===== src/hw/rtl/vmpc_pkg.sv =====
// Shared types, codes and constants for the valve motor position controller.
// No dependencies; every other file of the block imports this package.
package vmpc_pkg;

  // Command opcodes as carried on the input tuser field
  typedef enum logic [2:0] {
    OP_EYE_EDGE  = 3'd0,
    OP_SAMPLE    = 3'd1,
    OP_CHECK     = 3'd2,
    OP_STOP      = 3'd3,
    OP_CLOSE     = 3'd4,
    OP_OPEN      = 3'd5,
    OP_GOTO      = 3'd6,
    OP_CALIBRATE = 3'd7
  } op_t;

  // Bridge drive codes
  typedef enum logic [1:0] {
    DRV_STOP  = 2'd0,
    DRV_OPEN  = 2'd1,
    DRV_CLOSE = 2'd2
  } drv_t;

  // Result status codes
  typedef enum logic [2:0] {
    ST_NONE        = 3'd0,
    ST_GOTO_OK     = 3'd1,
    ST_GOTO_REFUSE = 3'd2,
    ST_CALIBRATED  = 3'd3,
    ST_CAL_FAILED  = 3'd4,
    ST_BLOCKED     = 3'd5,
    ST_TARGET      = 3'd6
  } status_t;

  // Configuration register indexes
  typedef enum logic [1:0] {
    REG_END_HYST     = 2'd0,
    REG_TRAVEL_LIMIT = 2'd1,
    REG_STALL_PULSES = 2'd2,
    REG_VALVE_MOUNT  = 2'd3
  } cfg_index_t;

  localparam logic [7:0]  HYST_RESET    = 8'd50;
  localparam logic [15:0] TRAVEL_RESET  = 16'd1000;
  localparam logic [3:0]  STALL_RESET   = 4'd3;
  localparam logic [15:0] SPAN_RESET    = 16'd760;
  localparam logic [7:0]  PCT_FULL      = 8'd100;
  localparam logic [7:0]  CAL_SPLIT     = 8'd50;
  localparam int          PCT_STEP      = 10;
  localparam logic [15:0] SPAN10_RESET  = 16'(SPAN_RESET / PCT_STEP);

  // Configuration registers as seen by the executor
  typedef struct packed {
    logic [7:0]  end_hysteresis;
    logic [15:0] travel_limit;
    logic [3:0]  stall_pulses;
    logic        valve_mounted;
  } cfg_t;

  // Classified command, one queue entry
  typedef struct packed {
    op_t        op;
    logic       eye;
    logic [4:0] pct_div10;
    logic       pct_full;
    logic       pct_zero;
    logic       close_first;
  } cmd_t;

  // Percent divided by ten: reciprocal multiply, exact for all 8-bit values
  function automatic logic [4:0] pct_div10(input logic [7:0] p);
    logic [15:0] prod;
    prod = 16'(p) * 16'd205;
    return prod[15:11];
  endfunction

  // Span divided by ten: reciprocal multiply, exact for all 16-bit values
  function automatic logic [15:0] span_div10(input logic [15:0] x);
    logic [31:0] prod;
    prod = 32'(x) * 32'd52429;
    return 16'(prod >> 19);
  endfunction

endpackage


===== src/hw/rtl/vmpc_front.sv =====
// Front end: classifies an input word into a queue entry.
// Depends on vmpc_pkg.
module vmpc_front (
  input  logic [2:0]     opcode,
  input  logic [7:0]     percent,
  input  logic           eye_level,
  output vmpc_pkg::cmd_t cmd
);
  import vmpc_pkg::*;

  // Pre-work the percent so the executor only has one multiply to do
  always_comb begin
    cmd.op          = op_t'(opcode);
    cmd.eye         = eye_level;
    cmd.pct_div10   = pct_div10(percent);
    cmd.pct_full    = (percent == PCT_FULL);
    cmd.pct_zero    = (percent == 8'd0);
    cmd.close_first = (percent > CAL_SPLIT);
  end

endmodule


===== src/hw/rtl/vmpc_queue.sv =====
// Two-entry queue between the front end and the executor.
// Depends on vmpc_pkg.
module vmpc_queue (
  input  logic           clk,
  input  logic           rst,
  input  logic           push,
  input  vmpc_pkg::cmd_t push_cmd,
  output logic           full,
  input  logic           pop,
  output logic           head_valid,
  output vmpc_pkg::cmd_t head_cmd
);
  import vmpc_pkg::*;

  cmd_t       entry [2];
  logic       wr_ptr;
  logic       rd_ptr;
  logic [1:0] count;

  assign full       = (count == 2'd2);
  assign head_valid = (count != 2'd0);
  assign head_cmd   = entry[rd_ptr];

  // storage
  always_ff @(posedge clk) begin
    if (push) begin
      entry[wr_ptr] <= push_cmd;
    end
  end

  // pointers and fill count
  always_ff @(posedge clk) begin
    if (rst) begin
      wr_ptr <= 1'b0;
      rd_ptr <= 1'b0;
      count  <= 2'd0;
    end else begin
      if (push) wr_ptr <= ~wr_ptr;
      if (pop)  rd_ptr <= ~rd_ptr;
      case ({push, pop})
        2'b10:   count <= count + 2'd1;
        2'b01:   count <= count - 2'd1;
        default: count <= count;
      endcase
    end
  end

endmodule


===== src/hw/rtl/vmpc_back.sv =====
// Executor: motor position state, calibration sequence and result register.
// Depends on vmpc_pkg.
module vmpc_back #(
  parameter int POSITION_BITS = 16
) (
  input  logic           clk,
  input  logic           rst,
  input  vmpc_pkg::cfg_t cfg,
  input  logic           cmd_valid,
  input  vmpc_pkg::cmd_t cmd,
  output logic           cmd_pop,
  output logic           m_tvalid,
  input  logic           m_tready,
  output logic [55:0]    m_tdata
);
  import vmpc_pkg::*;

  localparam int P = POSITION_BITS;

  typedef enum logic [1:0] {
    PH_IDLE   = 2'd0,
    PH_FIRST  = 2'd1,
    PH_SECOND = 2'd2
  } phase_t;

  logic [P-1:0] pos, pos_next;
  logic [P-1:0] stop, stop_next;
  logic [P-1:0] span, span_next;
  logic [P-1:0] span10, span10_next;
  logic [P-1:0] last_check, last_check_next;
  logic [P-1:0] last_sample, last_sample_next;
  drv_t         drive, drive_next;
  phase_t       phase, phase_next;
  logic         close_first, close_first_next;
  status_t      status;

  logic [P-1:0] hyst;
  logic [P-1:0] travel;
  logic [P-1:0] stall;
  logic [P-1:0] span_cand;
  logic [P-1:0] moved;
  logic [P+4:0] goto_prod;
  logic         closing_phase;

  assign hyst    = {{(P-8){1'b0}}, cfg.end_hysteresis};
  assign travel  = cfg.travel_limit[P-1:0];
  assign stall   = {{(P-4){1'b0}}, cfg.stall_pulses};
  assign cmd_pop = cmd_valid && (!m_tvalid || m_tready);

  // span recorded at the end of the second calibration phase
  assign span_cand = close_first ? pos : (travel - pos);
  // goto target for percentages other than the end stops
  assign goto_prod = {{P{1'b0}}, cmd.pct_div10} * {5'b00000, span10};

  // one command step
  always_comb begin
    pos_next         = pos;
    stop_next        = stop;
    span_next        = span;
    span10_next      = span10;
    last_check_next  = last_check;
    last_sample_next = last_sample;
    drive_next       = drive;
    phase_next       = phase;
    close_first_next = close_first;
    status           = ST_NONE;
    closing_phase    = (phase == PH_FIRST) ? close_first : !close_first;
    moved            = closing_phase ? (last_sample - pos) : (pos - last_sample);

    if (cmd.op inside {OP_STOP, OP_CLOSE, OP_OPEN, OP_GOTO}) begin
      phase_next = PH_IDLE;
    end

    unique case (cmd.op)
      OP_EYE_EDGE: begin
        if (cmd.eye && drive == DRV_OPEN) begin
          pos_next = pos + P'(1);
          if (!(pos_next < stop)) begin
            drive_next = DRV_STOP;
            status     = ST_TARGET;
          end
        end else if (cmd.eye && drive == DRV_CLOSE) begin
          pos_next = pos - P'(1);
          if (!(pos_next > stop)) begin
            drive_next = DRV_STOP;
            status     = ST_TARGET;
          end
        end
      end
      OP_SAMPLE: begin
        if (phase != PH_IDLE) begin
          if (drive == DRV_STOP || !cfg.valve_mounted) begin
            phase_next = PH_IDLE;
            status     = ST_CAL_FAILED;
          end else if (moved > stall) begin
            last_sample_next = pos;
          end else if (phase == PH_FIRST) begin
            // first end reached: run toward the other end
            phase_next = PH_SECOND;
            if (close_first) begin
              pos_next         = '0;
              stop_next        = travel;
              drive_next       = DRV_OPEN;
              last_sample_next = '0;
            end else begin
              pos_next         = travel;
              stop_next        = '0;
              drive_next       = DRV_CLOSE;
              last_sample_next = travel;
            end
          end else begin
            // both ends seen: record span, then head for fully closed if the span is nonzero
            drive_next  = DRV_STOP;
            phase_next  = PH_IDLE;
            span_next   = span_cand;
            span10_next = P'(span_div10(16'(span_cand)));
            pos_next    = close_first ? pos : '0;
            status      = ST_CALIBRATED;
            if (span_cand != '0) begin
              stop_next = '0;
              pos_next  = pos_next + hyst;
              if (pos_next != '0) drive_next = DRV_CLOSE;
            end
          end
        end
      end
      OP_CHECK: begin
        if (phase == PH_IDLE && drive != DRV_STOP) begin
          if (pos == last_check) begin
            drive_next = DRV_STOP;
            status     = ST_BLOCKED;
          end else begin
            last_check_next = pos;
          end
        end
      end
      OP_STOP:  drive_next = DRV_STOP;
      OP_CLOSE: drive_next = DRV_CLOSE;
      OP_OPEN:  drive_next = DRV_OPEN;
      OP_GOTO: begin
        if (span == '0) begin
          status = ST_GOTO_REFUSE;
        end else begin
          status = ST_GOTO_OK;
          if (cmd.pct_full) begin
            stop_next = span + hyst;
          end else if (cmd.pct_zero) begin
            stop_next = '0;
            pos_next  = pos + hyst;
          end else begin
            stop_next = goto_prod[P-1:0];
          end
          if (pos_next > stop_next) begin
            drive_next = DRV_CLOSE;
          end else if (pos_next < stop_next) begin
            drive_next = DRV_OPEN;
          end
        end
      end
      OP_CALIBRATE: begin
        close_first_next = cmd.close_first;
        phase_next       = PH_FIRST;
        if (cmd.close_first) begin
          pos_next         = travel;
          stop_next        = '0;
          drive_next       = DRV_CLOSE;
          last_sample_next = travel;
        end else begin
          pos_next         = '0;
          stop_next        = travel;
          drive_next       = DRV_OPEN;
          last_sample_next = '0;
        end
      end
      default: ;
    endcase
  end

  // state registers and result word register
  always_ff @(posedge clk) begin
    if (rst) begin
      pos         <= '0;
      stop        <= '0;
      span        <= SPAN_RESET[P-1:0];
      span10      <= SPAN10_RESET[P-1:0];
      last_check  <= '0;
      last_sample <= '0;
      drive       <= DRV_STOP;
      phase       <= PH_IDLE;
      close_first <= 1'b0;
      m_tvalid    <= 1'b0;
    end else if (cmd_pop) begin
      pos         <= pos_next;
      stop        <= stop_next;
      span        <= span_next;
      span10      <= span10_next;
      last_check  <= last_check_next;
      last_sample <= last_sample_next;
      drive       <= drive_next;
      phase       <= phase_next;
      close_first <= close_first_next;
      m_tvalid    <= 1'b1;
      m_tdata     <= {2'b00,
                      (phase_next != PH_IDLE),
                      status,
                      16'(span_next),
                      16'(stop_next),
                      16'(pos_next),
                      drive_next};
    end else if (m_tready) begin
      m_tvalid <= 1'b0;
    end
  end

endmodule


===== src/hw/rtl/valve_motor_position_control_top.sv =====
// Valve motor position controller top: vmpc_pkg, vmpc_front, vmpc_queue, vmpc_back.
// Throughput: one word per cycle while m_tready allows; a two-entry queue parts the front end from
// the executor, whose update sets the rate.
// Reset (rst, synchronous, active high) empties the queue and the result
// register and loads the position state and registers with their defaults.
module valve_motor_position_control_top #(
  parameter int POSITION_BITS = 16
) (
  input  logic        clk,
  input  logic        rst,
  // input words
  input  logic        s_tvalid,
  output logic        s_tready,
  input  logic [15:0] s_tdata,   // [7:0] percent, [8] eye_level, rest zero
  input  logic [2:0]  s_tuser,   // [2:0] opcode
  // result words
  output logic        m_tvalid,
  input  logic        m_tready,
  output logic [55:0] m_tdata,   // [1:0] direction, [17:2] position, [33:18] target,
                                 // [49:34] full_open, [52:50] status, [53] calibrating
  // configuration writes
  input  logic        cfg_we,
  input  logic [1:0]  cfg_index,
  input  logic [15:0] cfg_data
);
  import vmpc_pkg::*;

  cfg_t cfg;
  cmd_t front_cmd;
  cmd_t head_cmd;
  logic q_full;
  logic q_valid;
  logic q_pop;
  logic push;

  assign s_tready = !q_full;
  assign push     = s_tvalid && s_tready;

  // configuration registers
  always_ff @(posedge clk) begin
    if (rst) begin
      cfg.end_hysteresis <= HYST_RESET;
      cfg.travel_limit   <= TRAVEL_RESET;
      cfg.stall_pulses   <= STALL_RESET;
      cfg.valve_mounted  <= 1'b1;
    end else if (cfg_we) begin
      unique case (cfg_index_t'(cfg_index))
        REG_END_HYST:     cfg.end_hysteresis <= cfg_data[7:0];
        REG_TRAVEL_LIMIT: cfg.travel_limit   <= cfg_data;
        REG_STALL_PULSES: cfg.stall_pulses   <= cfg_data[3:0];
        REG_VALVE_MOUNT:  cfg.valve_mounted  <= cfg_data[0];
        default: ;
      endcase
    end
  end

  vmpc_front u_front (
    .opcode    (s_tuser),
    .percent   (s_tdata[7:0]),
    .eye_level (s_tdata[8]),
    .cmd       (front_cmd)
  );

  vmpc_queue u_queue (
    .clk        (clk),
    .rst        (rst),
    .push       (push),
    .push_cmd   (front_cmd),
    .full       (q_full),
    .pop        (q_pop),
    .head_valid (q_valid),
    .head_cmd   (head_cmd)
  );

  vmpc_back #(
    .POSITION_BITS (POSITION_BITS)
  ) u_back (
    .clk       (clk),
    .rst       (rst),
    .cfg       (cfg),
    .cmd_valid (q_valid),
    .cmd       (head_cmd),
    .cmd_pop   (q_pop),
    .m_tvalid  (m_tvalid),
    .m_tready  (m_tready),
    .m_tdata   (m_tdata)
  );

endmodule


===== config.mk =====
export PLATFORM = sky130hd
export DESIGN_NAME = valve_motor_position_control_top
export DESIGN_NICKNAME = d
export VERILOG_FILES = /design/src/hw/rtl/vmpc_pkg.sv /design/src/hw/rtl/vmpc_front.sv /design/src/hw/rtl/vmpc_queue.sv /design/src/hw/rtl/vmpc_back.sv /design/src/hw/rtl/valve_motor_position_control_top.sv
export SDC_FILE = /design/constraint.sdc
export NUM_CORES = 1
export LEC_CHECK = 0
export BUFFER_PORTS_ARGS = -buffer_cell sky130_fd_sc_hd__clkbuf_2
export CAP_MARGIN = 20
export CORE_MARGIN = 2
export CORE_UTILIZATION = 45
export CTS_CLUSTER_SIZE = 24
export DETAILED_ROUTE_END_ITERATION = 10
export PLACE_DENSITY = 0.74
export SETUP_SLACK_MARGIN = 0.1
export SYNTH_ARGS = -nofsm -noshare
export SYNTH_HDL_FRONTEND = slang
export SYNTH_HIERARCHICAL = 1
export SYNTH_SLANG_ARGS = --single-unit

===== constraint.sdc =====
create_clock -name clk -period 8.55 [get_ports clk]
set_input_delay 0.4275 -clock clk [delete_from_list [all_inputs] [get_ports clk]]
set_output_delay 0.4275 -clock clk [all_outputs]
set_load 0.01 [all_outputs]

==> flow_summary.ini <==
[min_path]
hold_end = u_queue/entry[0][11]
hold_path.class = input pin to flop
whs_path_depth = 1
hold_path_startpoint = s_tuser[2]

[run_status]
status = finished clean

[timing]
hold_ws_ns = 0.0369
finalCriticalPeriod_ns = 8.19
slew_violations = 0
grt_setup_unrepaired = no
max_freq_ghz = 0.122
slew_headroom_pct = 13.6
tightest_slew_ns = 1.30
timing.final.crit_share_pct = 95.7
setup_violations = 0
finClkSkew_ns = 0.0418
hold_violations = 0

[synth]
synth_top_area_cell = ha_1
synth_simple_gate_area_share_pct = 15.4
synth_warnings = 6
synth_cells = 2730
synth_top_area_share_pct = 17.9
synth_edf_count = 78
synthXorXnorAreaFrac_pct = 5.56
synth.area.top_cells = ha_1 18%, dfxtp_1 11%, fa_1 11%
ys_seq_area_share_pct = 21.3
synth_compound_area_share_pct = 17.7
synth_top_family_by_area = adder cells
synth_adder_area_share_pct = 28.9
synth_flop_cell = dfxtp_1
ys_ff_latch = 211
yosysUniqueCellTypes = 95
syn_area_per_cell_um2 = 8.60
ys_async_sr_fraction_pct = 0
syn_area_mm2 = 0.0235
synth_mux_area_share_pct = 3.72

[placed_design]
dp_hpwl_mm = 61.3
io_buffers = 90
gp_congestion = 1.04

[clocking]
postCtsHoldBufs = 0
cts_tree = yes
htreeDepth = 1
clkSinkCount = 211
clock-root-buffer = clkbuf_16
clk_pin_slew_ns = 0.06
cts_buffers = 27
clockBufferDepth = 3
clk_latency_ns = 0.60

[floorplan]
dieArea_mm2 = 0.0540
die_y_um = 232
core_mm2 = 0.0514
core.rowCount = 83
initial_core_util_pct = 45.7
io_pins = 100
die_w_um = 232

[grt]
grt_start_max_net_pins = 80
grt_pass1_vias = 20800
antenna_found_initial = 0
globalRouteOverflowTotal = 0
track_usage_pct = 29.1
grt_pass1_wl_mm = 120

[final_layout]
antennaDiodeCount = 0
nFillCells = 4866
area_growth_pct = 9.99
drive_above_1_share_pct = 10.8
final_nets = 3304

[drt]
dr.pass1.iters = 6
wire_per_inst_um = 22.6
ant_nets = 0
post-route-drc-count = 0
wirelength_mm = 79.1
vias_per_cell = 6.01
drt_iter0_drc = 2358
vias = 21000

[worst_setup_path]
worstPathRequired_ns = 8.97
startpoint_type = flop
reg2reg_slack_ns = 0.36
worst-r2r-cell-count = 34
crit_arrival_ns = 8.61
reg2reg_to = u_back/span10[11]
r2r-start = cfg[5]
crit_top_cell = ha_1
critPathCaptureType = flop
crit_slowest_cell = fa_1
path_buf_inv = 7
worst-path-max-fanout = 4
critical_path.max_stage_delay_ns = 0.55
cp_top_family = adder cells
path_class = flop to flop

[job]
max_cap_violations = 0
## routing by layer
layer | vias to the layer above | wire (µm) | global-route usage (%)
met3 | 220 | 6790 | 5.39
met2 | 980 | 35900 | 46.6
met5 | - | 0 | 0
met1 | 10100 | 31700 | 37.3
li1 | 9690 | - | -
met4 | 0 | 4670 | 14.9
## flip-flops by register name (all words and copies together) (netlist names), named ones only
name / cells
u_back/last_sample: 16
u_queue/wr_ptr: 1
cfg: 29
u_back/pos: 16
u_back/span10: 13
u_back/stop: 16
u_back/drive: 2
u_back/phase: 2
u_back/last_check: 16
u_back/span: 16
u_back/close_first: 1
u_back/m_tvalid: 1
u_queue/count: 2
u_queue/rd_ptr: 1
u_queue/entry: 24
u_back/m_tdata: 54
## cells in the mapped netlist, types with 9 or more instances
| library cell | instances |
|---|---|
| a21o_1 | 37 |
| o21ai_0 | 134 |
| nand2_1 | 186 |
| buf_1 | 9 |
| dfxtp_1 | 133 |
| a22oi_1 | 21 |
| and3_1 | 19 |
| a31oi_1 | 14 |
| o21a_1 | 22 |
| xor2_1 | 36 |
| nor4_1 | 16 |
| o211ai_1 | 12 |
| o22ai_1 | 15 |
| nand3_1 | 55 |
| xnor2_1 | 113 |
| mux2i_1 | 58 |
| a21oi_1 | 173 |
| mux2_2 | 26 |
| inv_1 | 293 |
| nand4_1 | 29 |
| a221oi_1 | 33 |
| a22o_1 | 12 |
| edfxtp_1 | 78 |
| nor2b_1 | 27 |
| and2_1 | 53 |
| or2_2 | 10 |
| nor2_1 | 230 |
| nand2b_1 | 44 |
| clkbuf_1 | 108 |
| fa_1 | 129 |
| ha_1 | 336 |
| nor3_1 | 30 |
| or3_1 | 12 |
| a211oi_1 | 57 |
## final cells by class
type                    instances  area [µm²]  area share, %
clock buffers                  35         726           2.81
clock inverters                15         143          0.553
inverters                     302        1130           4.39
multi-input cells            2081       16900           65.3
flip-flops and latches        211        5000           19.4
well taps                     680         851           3.30
repair buffers                174        1090           4.21
## logic make-up (layout without fill, tap and decap cells)
group | count (synthesis) | in the layout
AOI/OAI and AO/OA | 633 | 633
xor gates and xnor gates | 149 | 149
adders and majority gates | 465 | 465
buffers and inverters | 439 | 526
DFF | 211 | 211
muxes | 84 | 84
other | 1 | 2
and+or+nand+nor | 748 | 748
## metrics by stage
step / utilization, % / instances / instance area [µm²] / setup WS (ns) / setup TNS [ns]
after floorplan: - / 2731 / 23500 / 0.117 / 0
after global placement: 48.2 / 3440 / 24800 / 0.176 / 0
after detailed placement: 48.2 / 3440 / 24800 / -0.0418 / -0.0418
after CTS: 50.0 / 3491 / 25700 / 0.103 / 0
after global routing: 50.2 / 3498 / 25800 / 0.0733 / 0
final: 50.2 / 3498 / 25800 / 0.365 / 0
## worst max path at each step
stage | start | to | slack [ns] | cells past startpoint
2_1_floorplan | u_back/pos[2] | u_back/span10[11] | 0.12 | 35
3_3_place_gp | cfg[5] | u_back/span10[11] | 0.18 | 35
3_5_place_dp | cfg[5] | u_back/span10[11] | -0.04 | 35
4_1_cts | cfg[5] | u_back/span10[11] | 0.10 | 35
5_1_grt | cfg[5] | u_back/span10[11] | 0.07 | 34
6_report | cfg[5] | u_back/span10[11] | 0.36 | 34
## cells in the final DEF (no fill, tap or decap), types with 28 or more instances in the layout
cell | synthesis | layout
ha_1 | 336 | 335
inv_1 | 293 | 291
nor2_1 | 230 | 229
nand2_1 | 186 | 186
a21oi_1 | 173 | 170
dfxtp_1 | 133 | 133
o21ai_0 | 134 | 132
fa_1 | 129 | 128
xnor2_1 | 113 | 112
clkbuf_2 | 2 | 89
buf_4 | 6 | 84
edfxtp_1 | 78 | 78
mux2i_1 | 58 | 58
nand3_1 | 55 | 55
a211oi_1 | 57 | 55
and2_1 | 53 | 52
nand2b_1 | 44 | 44
a21o_1 | 37 | 37
xor2_1 | 36 | 35
a221oi_1 | 33 | 33
nand4_1 | 29 | 29
nor3_1 | 30 | 28
## what timing repair did
item,4_1_cts,5_1_grt
endpoints found under the hold margin,0,0
pin swaps,1,15
gates resized for setup,2,16
setup endpoints to repair,2,9
buffers inserted,1,5
Power is not shown: default switching activity piles up to over one toggle a cycle in this logic, so the estimate is an artifact.
